### config.mk
export PLATFORM = sky130hd
export DESIGN_NAME = tiny_8bit_register_cpu
export DESIGN_NICKNAME = d
export VERILOG_FILES = /design/src/t8cpu_pkg.sv /design/src/t8cpu_word_mem.sv /design/src/t8cpu_reg_file.sv /design/src/t8cpu_exec.sv /design/src/tiny_8bit_register_cpu.sv
export SDC_FILE = /design/constraint.sdc
export NUM_CORES = 2
export LEC_CHECK = 0
export BUFFER_PORTS_ARGS = -buffer_cell sky130_fd_sc_hd__buf_4
export CORE_MARGIN = 5
export CORE_UTILIZATION = 50
export CTS_CLUSTER_DIAMETER = 150
export DETAILED_ROUTE_END_ITERATION = 8
export PLACE_DENSITY_LB_ADDON = 0.3
export SLEW_MARGIN = 30
export SYNTH_ARGS = -nofsm -noshare
export SYNTH_HDL_FRONTEND = slang
export SYNTH_SLANG_ARGS = --single-unit
### constraint.sdc
create_clock -name clk -period 7.37 [get_ports clk]
set_input_delay 0.737 -clock clk [delete_from_list [all_inputs] [get_ports clk]]
set_output_delay 0.737 -clock clk [all_outputs]
set_load 0.01 [all_outputs]
### src/t8cpu_pkg.sv
`timescale 1ns / 1ps

package t8cpu_pkg;

	localparam int ADDR_W = 12;
	localparam int WORD_W = 16;
	localparam int REG_W = 8;
	localparam int REG_IDX_W = 4;

	localparam int DEF_MEM_WORDS = 64;
	localparam int DEF_STACK_DEPTH = 16;

	localparam logic [ADDR_W-1:0] PL_RESET = 12'hFFF;
	localparam logic [REG_IDX_W-1:0] CARRY_REG = 4'hF;

	localparam logic [2:0] FN_WRITE_MEM = 3'd0;
	localparam logic [2:0] FN_STEP = 3'd1;
	localparam logic [2:0] FN_START = 3'd2;
	localparam logic [2:0] FN_READ_MEM = 3'd3;
	localparam logic [2:0] FN_READ_REG = 3'd4;

	localparam logic [3:0] OP_NOP = 4'h0;
	localparam logic [3:0] OP_HALT = 4'h1;
	localparam logic [3:0] OP_RET = 4'h2;
	localparam logic [3:0] OP_JUMP = 4'h3;
	localparam logic [3:0] OP_CALL = 4'h4;
	localparam logic [3:0] OP_SET_DP = 4'h5;
	localparam logic [3:0] OP_LOAD_IMM = 4'h6;
	localparam logic [3:0] OP_ADD_IMM = 4'h7;
	localparam logic [3:0] OP_SUB_IMM = 4'h8;
	localparam logic [3:0] OP_REG = 4'h9;
	localparam logic [3:0] OP_SKIP = 4'hA;

	localparam logic [3:0] RS_STORE = 4'h0;
	localparam logic [3:0] RS_LOAD = 4'h1;
	localparam logic [3:0] RS_MOVE = 4'h2;
	localparam logic [3:0] RS_OR = 4'h3;
	localparam logic [3:0] RS_AND = 4'h4;
	localparam logic [3:0] RS_XOR = 4'h5;
	localparam logic [3:0] RS_ADD = 4'h6;
	localparam logic [3:0] RS_SUB = 4'h7;

	localparam logic [3:0] SK_EQ = 4'h0;
	localparam logic [3:0] SK_NE = 4'h1;
	localparam logic [3:0] SK_LT = 4'h2;
	localparam logic [3:0] SK_GT = 4'h3;

	typedef struct packed {
		logic [2:0] func;
		logic [ADDR_W-1:0] addr;
		logic [WORD_W-1:0] wword;
	} item_t;

	typedef struct packed {
		logic [ADDR_W-1:0] pl;
		logic [ADDR_W-1:0] dp;
		logic running;
		logic fault;
	} state_t;

	typedef struct packed {
		logic we;
		logic [REG_IDX_W-1:0] idx;
		logic [REG_W-1:0] data;
		logic carry_we;
		logic [REG_W-1:0] carry_data;
	} rf_wr_t;

	typedef struct packed {
		logic [ADDR_W-1:0] pl;
		logic [ADDR_W-1:0] dp;
		logic running;
		logic fault;
		logic executed;
		logic push;
		logic pop;
		logic [ADDR_W-1:0] push_data;
		logic mem_we;
		logic [ADDR_W-1:0] mem_addr;
		logic [WORD_W-1:0] mem_wdata;
		rf_wr_t rf;
		logic [WORD_W-1:0] rdata;
	} upd_t;

endpackage

### src/t8cpu_word_mem.sv
`timescale 1ns / 1ps

module t8cpu_word_mem #(
	parameter int MEM_WORDS = t8cpu_pkg::DEF_MEM_WORDS
) (
	input logic clk,
	input logic arst_n,
	input logic rd_en,
	input logic [$clog2(MEM_WORDS)-1:0] rd_addr_a,
	input logic [$clog2(MEM_WORDS)-1:0] rd_addr_b,
	output logic [t8cpu_pkg::WORD_W-1:0] rd_data_a,
	output logic [t8cpu_pkg::WORD_W-1:0] rd_data_b,
	input logic we,
	input logic [$clog2(MEM_WORDS)-1:0] waddr,
	input logic [t8cpu_pkg::WORD_W-1:0] wdata,
	output logic busy
);
	import t8cpu_pkg::*;

	localparam int AW = $clog2(MEM_WORDS);
	localparam logic [AW-1:0] LAST_IDX = AW'(MEM_WORDS - 1);

	logic [WORD_W-1:0] mem_q [0:MEM_WORDS-1];
	logic [WORD_W-1:0] rd_a_q;
	logic [WORD_W-1:0] rd_b_q;
	logic [WORD_W-1:0] byp_data_q;
	logic byp_a_q;
	logic byp_b_q;
	logic clr_busy_q;
	logic [AW-1:0] clr_idx_q;

	logic wr_en;
	logic [AW-1:0] wr_addr;
	logic [WORD_W-1:0] wr_data;

	assign wr_en = clr_busy_q | we;
	assign wr_addr = clr_busy_q ? clr_idx_q : waddr;
	assign wr_data = clr_busy_q ? '0 : wdata;
	assign busy = clr_busy_q;

	always_ff @(posedge clk or negedge arst_n) begin
		if (!arst_n) begin
			clr_busy_q <= 1'b1;
			clr_idx_q <= '0;
		end else if (clr_busy_q) begin
			if (clr_idx_q == LAST_IDX) begin
				clr_busy_q <= 1'b0;
			end else begin
				clr_idx_q <= clr_idx_q + AW'(1);
			end
		end
	end

	// A read in the same cycle as a write to the same word returns the new word.
	always_ff @(posedge clk) begin
		if (wr_en) begin
			mem_q[wr_addr] <= wr_data;
		end
		if (rd_en) begin
			rd_a_q <= mem_q[rd_addr_a];
			rd_b_q <= mem_q[rd_addr_b];
			byp_a_q <= we && (waddr == rd_addr_a);
			byp_b_q <= we && (waddr == rd_addr_b);
			byp_data_q <= wdata;
		end
	end

	assign rd_data_a = byp_a_q ? byp_data_q : rd_a_q;
	assign rd_data_b = byp_b_q ? byp_data_q : rd_b_q;

endmodule

### src/t8cpu_reg_file.sv
`timescale 1ns / 1ps

module t8cpu_reg_file (
	input logic clk,
	input logic arst_n,
	input logic rd_en,
	input logic [t8cpu_pkg::REG_IDX_W-1:0] ra_idx,
	input logic [t8cpu_pkg::REG_IDX_W-1:0] rb_idx,
	output logic [t8cpu_pkg::REG_W-1:0] ra_data,
	output logic [t8cpu_pkg::REG_W-1:0] rb_data,
	input t8cpu_pkg::rf_wr_t wr
);
	import t8cpu_pkg::*;

	// Registers 0 to 14 live in the array; register 15 is a flop so that a
	// carry and a result can both be written by one instruction.
	localparam int RAM_REGS = 15;

	logic [REG_W-1:0] rf_q [0:RAM_REGS-1];
	logic [RAM_REGS-1:0] valid_q;
	logic [REG_W-1:0] r15_q;
	logic [REG_W-1:0] ra_q;
	logic [REG_W-1:0] rb_q;

	logic ram_we;

	assign ram_we = wr.we && (wr.idx != CARRY_REG);

	always_ff @(posedge clk or negedge arst_n) begin
		if (!arst_n) begin
			valid_q <= '0;
			r15_q <= '0;
		end else begin
			if (ram_we) begin
				valid_q[wr.idx] <= 1'b1;
			end
			if (wr.we && (wr.idx == CARRY_REG)) begin
				r15_q <= wr.data;
			end else if (wr.carry_we) begin
				r15_q <= wr.carry_data;
			end
		end
	end

	always_ff @(posedge clk) begin
		if (ram_we) begin
			rf_q[wr.idx] <= wr.data;
		end
		if (rd_en) begin
			if (ra_idx == CARRY_REG) begin
				ra_q <= r15_q;
			end else begin
				ra_q <= valid_q[ra_idx] ? rf_q[ra_idx] : '0;
			end
			if (rb_idx == CARRY_REG) begin
				rb_q <= r15_q;
			end else begin
				rb_q <= valid_q[rb_idx] ? rf_q[rb_idx] : '0;
			end
		end
	end

	assign ra_data = ra_q;
	assign rb_data = rb_q;

endmodule

### src/t8cpu_exec.sv
`timescale 1ns / 1ps

module t8cpu_exec #(
	parameter int MEM_WORDS = t8cpu_pkg::DEF_MEM_WORDS
) (
	input t8cpu_pkg::item_t item,
	input logic [t8cpu_pkg::WORD_W-1:0] iword,
	input logic [t8cpu_pkg::WORD_W-1:0] dword,
	input logic [t8cpu_pkg::REG_W-1:0] ra,
	input logic [t8cpu_pkg::REG_W-1:0] rb,
	input t8cpu_pkg::state_t st,
	input logic stk_empty,
	input logic stk_full,
	input logic [t8cpu_pkg::ADDR_W-1:0] stk_top,
	output t8cpu_pkg::upd_t upd
);
	import t8cpu_pkg::*;

	localparam logic [ADDR_W:0] MEM_LIMIT = (ADDR_W + 1)'(MEM_WORDS);

	logic [ADDR_W-1:0] pl_inc;
	logic [ADDR_W-1:0] oper;
	logic [3:0] opc;
	logic [3:0] hi;
	logic [REG_W-1:0] imm;
	logic fetch_ok;
	logic dp_ok;
	logic host_ok;
	logic [REG_W:0] sum9;
	logic carry;
	logic borrow;
	logic take;
	logic [REG_W-1:0] base;

	always_comb begin
		pl_inc = st.pl + 12'd1;
		opc = iword[15:12];
		oper = iword[11:0];
		hi = iword[11:8];
		imm = iword[7:0];
		fetch_ok = {1'b0, pl_inc} < MEM_LIMIT;
		dp_ok = {1'b0, st.dp} < MEM_LIMIT;
		host_ok = {1'b0, item.addr} < MEM_LIMIT;
		sum9 = {1'b0, ra} + {1'b0, imm};
		carry = sum9[REG_W];
		borrow = imm > ra;
		base = ra;

		case (hi)
			SK_EQ: take = (ra == rb);
			SK_NE: take = (ra != rb);
			SK_LT: take = (ra < rb);
			SK_GT: take = (ra > rb);
			default: take = 1'b0;
		endcase

		upd.pl = st.pl;
		upd.dp = st.dp;
		upd.running = st.running;
		upd.fault = st.fault;
		upd.executed = 1'b0;
		upd.push = 1'b0;
		upd.pop = 1'b0;
		upd.push_data = pl_inc;
		upd.mem_we = 1'b0;
		upd.mem_addr = item.addr;
		upd.mem_wdata = item.wword;
		upd.rf.we = 1'b0;
		upd.rf.idx = hi;
		upd.rf.data = imm;
		upd.rf.carry_we = 1'b0;
		upd.rf.carry_data = '0;
		upd.rdata = '0;

		case (item.func)
			FN_WRITE_MEM: begin
				upd.mem_we = host_ok;
			end
			FN_STEP: begin
				if (st.running) begin
					upd.pl = pl_inc;
					if (!fetch_ok) begin
						upd.running = 1'b0;
					end else begin
						upd.executed = 1'b1;
						case (opc)
							OP_HALT: begin
								upd.running = 1'b0;
							end
							OP_RET: begin
								if (stk_empty) begin
									upd.fault = 1'b1;
									upd.running = 1'b0;
								end else begin
									upd.pop = 1'b1;
									upd.pl = stk_top;
								end
							end
							OP_JUMP: begin
								upd.pl = oper - 12'd1;
							end
							OP_CALL: begin
								if (stk_full) begin
									upd.fault = 1'b1;
									upd.running = 1'b0;
								end else begin
									upd.push = 1'b1;
									upd.pl = oper - 12'd1;
								end
							end
							OP_SET_DP: begin
								upd.dp = oper;
							end
							OP_LOAD_IMM: begin
								upd.rf.we = 1'b1;
							end
							OP_ADD_IMM: begin
								// With register 15 as target the sum builds on the fresh carry.
								base = (hi == CARRY_REG) ? {7'd0, carry} : ra;
								upd.rf.we = 1'b1;
								upd.rf.data = base + imm;
								upd.rf.carry_we = 1'b1;
								upd.rf.carry_data = {7'd0, carry};
							end
							OP_SUB_IMM: begin
								base = (hi == CARRY_REG) ? {7'd0, borrow} : ra;
								upd.rf.we = 1'b1;
								upd.rf.data = base - imm;
								upd.rf.carry_we = 1'b1;
								upd.rf.carry_data = {7'd0, borrow};
							end
							OP_REG: begin
								upd.rf.idx = iword[7:4];
								case (hi)
									RS_STORE: begin
										upd.mem_we = dp_ok;
										upd.mem_addr = st.dp;
										upd.mem_wdata = {8'd0, ra};
									end
									RS_LOAD: begin
										upd.rf.we = 1'b1;
										upd.rf.data = dp_ok ? dword[7:0] : '0;
									end
									RS_MOVE: begin
										upd.rf.we = 1'b1;
										upd.rf.data = rb;
									end
									RS_OR: begin
										upd.rf.we = 1'b1;
										upd.rf.data = ra | rb;
									end
									RS_AND: begin
										upd.rf.we = 1'b1;
										upd.rf.data = ra & rb;
									end
									RS_XOR: begin
										upd.rf.we = 1'b1;
										upd.rf.data = ra ^ rb;
									end
									RS_ADD: begin
										upd.rf.we = 1'b1;
										upd.rf.data = ra + rb;
									end
									RS_SUB: begin
										upd.rf.we = 1'b1;
										upd.rf.data = ra - rb;
									end
									default: begin
									end
								endcase
							end
							OP_SKIP: begin
								if (take) begin
									upd.pl = pl_inc + 12'd1;
								end
							end
							default: begin
							end
						endcase
					end
				end
			end
			FN_START: begin
				upd.running = 1'b1;
			end
			FN_READ_MEM: begin
				upd.rdata = host_ok ? iword : '0;
			end
			FN_READ_REG: begin
				upd.rdata = (item.addr[11:4] == 8'd0) ? {8'd0, ra} : '0;
			end
			default: begin
			end
		endcase
	end

endmodule

### src/tiny_8bit_register_cpu.sv
`timescale 1ns / 1ps

// Channel | Handshake             | Payload
// cmd     | cmd_valid, cmd_ready  | func, target_address, write_word
// rsp     | rsp_valid, rsp_ready  | read_data, program_location, is_running,
//         |                       | did_execute, stack_fault
//
// A transfer on cmd is taken only while the fetch stage is empty and the execute
// stage is empty or emptying; the result reaches the output register after the word
// memory read, the register file read and execute. The fetch of the next step uses
// the location being written by the current one, so a new transfer waits for it.
// After reset the word memory is cleared with cmd_ready low.
// A stalled rsp holds the result and the execute stage, and cmd_ready drops
// until the output register frees.

module tiny_8bit_register_cpu #(
	parameter int MEM_WORDS = t8cpu_pkg::DEF_MEM_WORDS,
	parameter int STACK_DEPTH = t8cpu_pkg::DEF_STACK_DEPTH
) (
	input logic clk,
	input logic arst_n,
	input logic cmd_valid,
	output logic cmd_ready,
	input logic [2:0] func,
	input logic [t8cpu_pkg::ADDR_W-1:0] target_address,
	input logic [t8cpu_pkg::WORD_W-1:0] write_word,
	output logic rsp_valid,
	input logic rsp_ready,
	output logic [t8cpu_pkg::WORD_W-1:0] read_data,
	output logic [t8cpu_pkg::ADDR_W-1:0] program_location,
	output logic is_running,
	output logic did_execute,
	output logic stack_fault
);
	import t8cpu_pkg::*;

	localparam int AW = $clog2(MEM_WORDS);
	localparam int CW = $clog2(STACK_DEPTH + 1);
	localparam int SIW = (STACK_DEPTH > 1) ? $clog2(STACK_DEPTH) : 1;

	logic cmd_fire;
	logic s1_adv;
	logic s2_go;
	logic mem_busy;

	logic valid_s1;
	logic valid_s2;
	item_t item_s1;
	item_t item_s2;
	logic [WORD_W-1:0] iword_s2;
	logic [WORD_W-1:0] dword_s2;

	logic [ADDR_W-1:0] pl_q;
	logic [ADDR_W-1:0] dp_q;
	logic running_q;
	logic fault_q;
	logic [CW-1:0] cnt_q;
	logic [ADDR_W-1:0] stack_q [0:STACK_DEPTH-1];

	logic rsp_valid_q;
	logic [WORD_W-1:0] rdata_q;
	logic [ADDR_W-1:0] pl_out_q;
	logic running_out_q;
	logic executed_q;
	logic fault_out_q;

	logic [ADDR_W-1:0] fwd_pl;
	logic [ADDR_W-1:0] fwd_dp;
	logic [ADDR_W-1:0] fetch_addr;
	logic [WORD_W-1:0] iword_s1;
	logic [WORD_W-1:0] dword_s1;
	logic [3:0] opc_s1;
	logic [REG_IDX_W-1:0] ra_idx;
	logic [REG_IDX_W-1:0] rb_idx;
	logic [REG_W-1:0] ra_data;
	logic [REG_W-1:0] rb_data;
	logic [CW-1:0] cnt_m1;
	logic stk_empty;
	logic stk_full;
	logic [ADDR_W-1:0] stk_top;
	state_t st;
	upd_t upd;
	rf_wr_t rf_wr;
	item_t cmd_item;

	assign s2_go = valid_s2 && (!rsp_valid_q || rsp_ready);
	assign s1_adv = valid_s1 && (!valid_s2 || s2_go);
	assign cmd_ready = !mem_busy && !valid_s1 && (!valid_s2 || s2_go);
	assign cmd_fire = cmd_valid && cmd_ready;

	assign cmd_item.func = func;
	assign cmd_item.addr = target_address;
	assign cmd_item.wword = write_word;

	// The item leaving execute in this cycle supplies the location and pointer
	// that the incoming item fetches with.
	assign fwd_pl = valid_s2 ? upd.pl : pl_q;
	assign fwd_dp = valid_s2 ? upd.dp : dp_q;
	assign fetch_addr = (func == FN_READ_MEM) ? target_address : fwd_pl + 12'd1;

	t8cpu_word_mem #(
		.MEM_WORDS(MEM_WORDS)
	) u_word_mem (
		.clk(clk),
		.arst_n(arst_n),
		.rd_en(cmd_fire),
		.rd_addr_a(fetch_addr[AW-1:0]),
		.rd_addr_b(fwd_dp[AW-1:0]),
		.rd_data_a(iword_s1),
		.rd_data_b(dword_s1),
		.we(s2_go && upd.mem_we),
		.waddr(upd.mem_addr[AW-1:0]),
		.wdata(upd.mem_wdata),
		.busy(mem_busy)
	);

	assign opc_s1 = iword_s1[15:12];

	always_comb begin
		if (item_s1.func == FN_READ_REG) begin
			ra_idx = item_s1.addr[REG_IDX_W-1:0];
		end else if (opc_s1 inside {OP_ADD_IMM, OP_SUB_IMM}) begin
			ra_idx = iword_s1[11:8];
		end else begin
			ra_idx = iword_s1[7:4];
		end
		rb_idx = iword_s1[3:0];
	end

	always_comb begin
		rf_wr = upd.rf;
		rf_wr.we = upd.rf.we && s2_go;
		rf_wr.carry_we = upd.rf.carry_we && s2_go;
	end

	t8cpu_reg_file u_reg_file (
		.clk(clk),
		.arst_n(arst_n),
		.rd_en(s1_adv),
		.ra_idx(ra_idx),
		.rb_idx(rb_idx),
		.ra_data(ra_data),
		.rb_data(rb_data),
		.wr(rf_wr)
	);

	assign cnt_m1 = cnt_q - CW'(1);
	assign stk_empty = (cnt_q == '0);
	assign stk_full = (cnt_q >= CW'(STACK_DEPTH));
	assign stk_top = stack_q[cnt_m1[SIW-1:0]];

	always_comb begin
		st.pl = pl_q;
		st.dp = dp_q;
		st.running = running_q;
		st.fault = fault_q;
	end

	t8cpu_exec #(
		.MEM_WORDS(MEM_WORDS)
	) u_exec (
		.item(item_s2),
		.iword(iword_s2),
		.dword(dword_s2),
		.ra(ra_data),
		.rb(rb_data),
		.st(st),
		.stk_empty(stk_empty),
		.stk_full(stk_full),
		.stk_top(stk_top),
		.upd(upd)
	);

	always_ff @(posedge clk or negedge arst_n) begin
		if (!arst_n) begin
			valid_s1 <= 1'b0;
			valid_s2 <= 1'b0;
			pl_q <= PL_RESET;
			dp_q <= '0;
			running_q <= 1'b0;
			fault_q <= 1'b0;
			cnt_q <= '0;
			rsp_valid_q <= 1'b0;
		end else begin
			if (cmd_fire) begin
				valid_s1 <= 1'b1;
			end else if (s1_adv) begin
				valid_s1 <= 1'b0;
			end
			if (s1_adv) begin
				valid_s2 <= 1'b1;
			end else if (s2_go) begin
				valid_s2 <= 1'b0;
			end
			if (s2_go) begin
				pl_q <= upd.pl;
				dp_q <= upd.dp;
				running_q <= upd.running;
				fault_q <= upd.fault;
				if (upd.push) begin
					cnt_q <= cnt_q + CW'(1);
				end else if (upd.pop) begin
					cnt_q <= cnt_m1;
				end
				rsp_valid_q <= 1'b1;
			end else if (rsp_ready) begin
				rsp_valid_q <= 1'b0;
			end
		end
	end

	always_ff @(posedge clk) begin
		if (cmd_fire) begin
			item_s1 <= cmd_item;
		end
		if (s1_adv) begin
			item_s2 <= item_s1;
			iword_s2 <= iword_s1;
			dword_s2 <= dword_s1;
		end
		if (s2_go && upd.push) begin
			stack_q[cnt_q[SIW-1:0]] <= upd.push_data;
		end
		if (s2_go) begin
			rdata_q <= upd.rdata;
			pl_out_q <= upd.pl;
			running_out_q <= upd.running;
			executed_q <= upd.executed;
			fault_out_q <= upd.fault;
		end
	end

	assign rsp_valid = rsp_valid_q;
	assign read_data = rdata_q;
	assign program_location = pl_out_q;
	assign is_running = running_out_q;
	assign did_execute = executed_q;
	assign stack_fault = fault_out_q;

`ifndef SYNTHESIS
	a_one_item_in_flight: assert property (@(posedge clk) disable iff (!arst_n)
		!(valid_s1 && valid_s2))
		else $error("Fetch and execute stages both hold an item.");

	a_stack_bound: assert property (@(posedge clk) disable iff (!arst_n)
		cnt_q <= CW'(STACK_DEPTH))
		else $error("Return stack count exceeds its depth.");

	a_no_transfer_in_clear: assert property (@(posedge clk) disable iff (!arst_n)
		mem_busy |-> !cmd_fire)
		else $error("Command transfer during the memory clearing pass.");

	a_fault_sticky: assert property (@(posedge clk) disable iff (!arst_n)
		fault_q |=> fault_q)
		else $error("Stack fault flag was cleared.");
`endif

endmodule

==> out/metrics.yaml <==
drt:
  drtIter0Drc: 4765
  drc: 0
  routed_wl_um: 192000
  wl_per_cell_um: 30.2
  drt_pass1_iterations: 6
  vias_per_cell: 6.43
  ant_nets: 0
  via_count: 40900
logic_synthesis:
  synth-compound-area-share_pct: 4.34
  synth_area_per_cell_um2: 17.1
  synth_mux_area_share_pct: 19.8
  synth_area_mm2: 0.0712
  synth_flop_cell: "edfxtp_1"
  yosys_warnings: 0
  synth_top_family_by_area: "multiplexers"
  synth_cell_types: 84
  synth-simple-area-share_pct: 5.96
  syn_inst: 4164
  synth_top_area_share_pct: 63.8
  ys_ff_latch: 1575
  synthAdderAreaFrac_pct: 1.24
  synth_xor_area_share_pct: 0.542
  async_reset_ff_share_pct: 4.06
  synth_nets: 4267
  synth_top_cell_by_area: "edfxtp_1"
  synth_edf_count: 1511
  yosys-top-cells-area: "edfxtp_1, mux4_2, mux2i_1, dfrtp_1, mux2_2"
  yosysSeqAreaShare_pct: 66.0
placed_design:
  io_buffers: 67
  gp_congestion: 0.961
  dp_slack_ps: 887
  dp_hpwl_um: 120000
flow_run:
  cap_violations: 0
timing:
  fin_skew_ps: 46.0
  finalSetupTns_ps: 0
  rsz0062_at_grt: "no"
  period_needed_ps: 6590
  fin_crit_sh_pct: 89.4
  post-route-worst-setup-slack_ps: 782
  timing.slew.headroom_pct: 33.5
  fin_hold_ws_ps: 116
  hold_viol_final: 0
  timing.final.max_slew_violations: 0
  setup_viol: 0
  tightestPinTransition_ps: 993
  fmax_ghz: 0.152
critical_path:
  crit_fanout: 58
  path_depth: 15
  crit_path_end_kind: "flip-flop"
  critPathArrivalTime_ps: 7110
  slowest_stage: "nor4_2"
  max_stage_delay_ps: 760
  crit_buf_inv: 2
  worstSetupPathType: "flip-flop to flip-flop"
  r2r_cells: 15
  cp.required_ps: 7890
  cp-startpoint: "u_reg_file.ra_data[6]"
  r2r_slack_ps: 780
  cp_top_family: "simple AND/OR/NAND/NOR gates"
  start_kind: "flip-flop"
  crit_chain: "inv_1 > ha_1 > nor4_2 > a21oi_1 > a31oi_1 > nand4_1 > o22ai_2 > a22oi_4 > mux2i_4 > buf_12 > mux4_2 > mux2_2 > or4_1 > nand4_1 > a31oi_1"
  rr_startpoint: "u_reg_file.ra_data[6]"
cts:
  cts-resized-gates: 0
  ctsHtreeMaxLevel: 4
  clockBufferDepth: 3
  cts_root_buf: "clkbuf_16"
  cts_made_buffers: 162
  cts.sinks: 1575
  post_cts_buffers: 0
  cts_tree: "yes"
  clk_pin_slew_worst_paths_ps: 60
  clkLatencyLatePin_ps: 810
cells_and_area:
  nets: 4430
  fillCellCount: 10700
  final_util_pct: 56.8
  syn2layout_area_growth_pct: 12.9
  regArea_mm2: 0.0470
  multiInputGateArea_mm2: 0.0231
  drive_gt1_share_pct: 26.4
power_and_ir_drop:
  powerDensity_mw_per_mm2: 351
  power_mw: 28.2
  peakVddDrop_v: 0.000337
  p_leak_nw: 28.1
min_path:
  worstHoldStart: "target_address[6]"
  hp-class: "input port to flip-flop"
  holdPathStages: 1
outcome:
  status: "finished clean"
global_route:
  overflow: 0
  grt_use_total_pct: 25.2
  grt_pass1_wl_um: 279000
  grt_pass1_vias: 40400
  grt_max_degree: 66
  antenna_found_initial: 3
floorplan:
  core_area_mm2: 0.142
  initial_core_util_pct: 50.3
  die_w_um: 387
  die-height_um: 387
  io_pins: 68
  die_area_mm2: 0.150
  rows: 138
==> kinds of logic (layout without fill, tap and decap cells) <==
group / after synthesis / count (layout)
AO/OA/AOI/OAI: 440 / 440
XOR/XNOR: 44 / 44
adder cells (fa/ha/maj): 68 / 68
buffers and inverters: 331 / 633
flip-flops: 1575 / 1575
multiplexers: 843 / 843
other: 0 / 1
AND/OR/NAND/NOR: 863 / 863
==> final cells by class <==
cell class / instances / area share, %
antenna: 1 / 0.00311
clock buffer: 201 / 5.39
clock inverter: 102 / 1.35
inverter: 68 / 0.318
multi-input combinational: 2258 / 28.8
sequential: 1575 / 58.5
tap: 1890 / 2.94
timing repair buffer: 262 / 2.74
==> through the flow <==
step | std cells | cell area (um^2)
after floorplan | 4164 | 71200
after global placement | 6051 | 74800
after detailed placement | 6052 | 74900
after CTS | 6355 | 80300
after global routing | 6356 | 80300
final | 6357 | 80400
==> where the power goes <==
group          leakage, nW  internal [mW]  switching [mW]
Combinational         10.8           3.49            5.36
Clock                 2.65           4.69            3.55
Sequential            14.7           10.7           0.425
Total                 28.1           18.9            9.34
==> final timing paths <==
check,to
worst max-delay path,u_word_mem.rd_a_q[8]
worst min-delay path,item_s1[22]
worst max register to register,u_word_mem.rd_a_q[8]
worst min register to register,item_s2[2]
max in group asynchronous,dp_q[6]
min in group asynchronous,running_q
==> worst reg2reg max path: stages (launching register included) <==
cell,delay [ps]
edfxtp_1,640
inv_1,150
ha_1,430
nor4_2,770
a21oi_1,220
a31oi_1,540
nand4_1,290
o22ai_2,250
a22oi_4,120
mux2i_4,630
buf_12,470
mux4_2,610
mux2_2,280
or4_1,470
nand4_1,380
a31oi_1,80
==> cells in the mapped netlist (all sizes together), types with 7 or more instances <==
library cell and count:
nand4 61, o221ai 12, dfstp 13, clkbuf 152, o22ai 13, a311oi 28, or4 36, mux4 437
and4 7, edfxtp 1511, a22oi 10, nand2b 18, mux2 113, xnor2 34, a31oi 51, o22a 11
inv 67, nor3 23, a211oi 38, buf 111, dfrtp 51, o21ai 60, or3 15, o21bai 18
o21a 11, xor2 10, o211ai 16, and2 18, nand3 90, a22o 17, and3 17, nor4 17
mux2i 293, a21oi 73, a211o 26, ha 64, a21o 20, nor2 188, or2 22, nand2 278
nor2b 51
==> layer usage <==
metal | global-route usage, % | routed length, um
met1 | 35.4 | 76300
met2 | 39.9 | 90700
met3 | 4.97 | 17700
met4 | 8.80 | 7150
met5 | 0 | 26
==> cell usage in the layout, fill, tap and decap left out, types with 18 or more instances in the layout <==
master / instances
a21o_1: 20
mux4_2: 437
mux2i_1: 278
o21ai_0: 56
nor3_1: 18
mux2_2: 112
dfrtp_1: 50
xnor2_1: 33
edfxtp_1: 1511
a21oi_1: 72
a211oi_1: 37
o21bai_1: 18
a311oi_1: 28
buf_4: 242
nor2b_1: 35
a211o_1: 26
or4_1: 35
nand2b_1: 18
clkinv_1: 26
clkinv_2: 39
or2_2: 22
clkbuf_1: 27
ha_1: 63
a31oi_1: 51
buf_12: 18
nor2_1: 172
clkbuf_16: 163
nand4_1: 61
nand2_1: 278
inv_1: 65
nand3_1: 90
==> timing repair <==
item                                    in CTS  in global routing
endpoints found under the setup margin       0                  0
hold buffers                                 0                  1
endpoints found under the hold margin        0                  9
==> sequential cells by signal (all words and copies together), names as in the netlist, 31 cells and up <==
register and cells:
u_word_mem.mem_q 1024, u_reg_file.rf_q 120, item_s1 31, item_s2 31
stack_q 192
(Power assumes the default switching activity.)
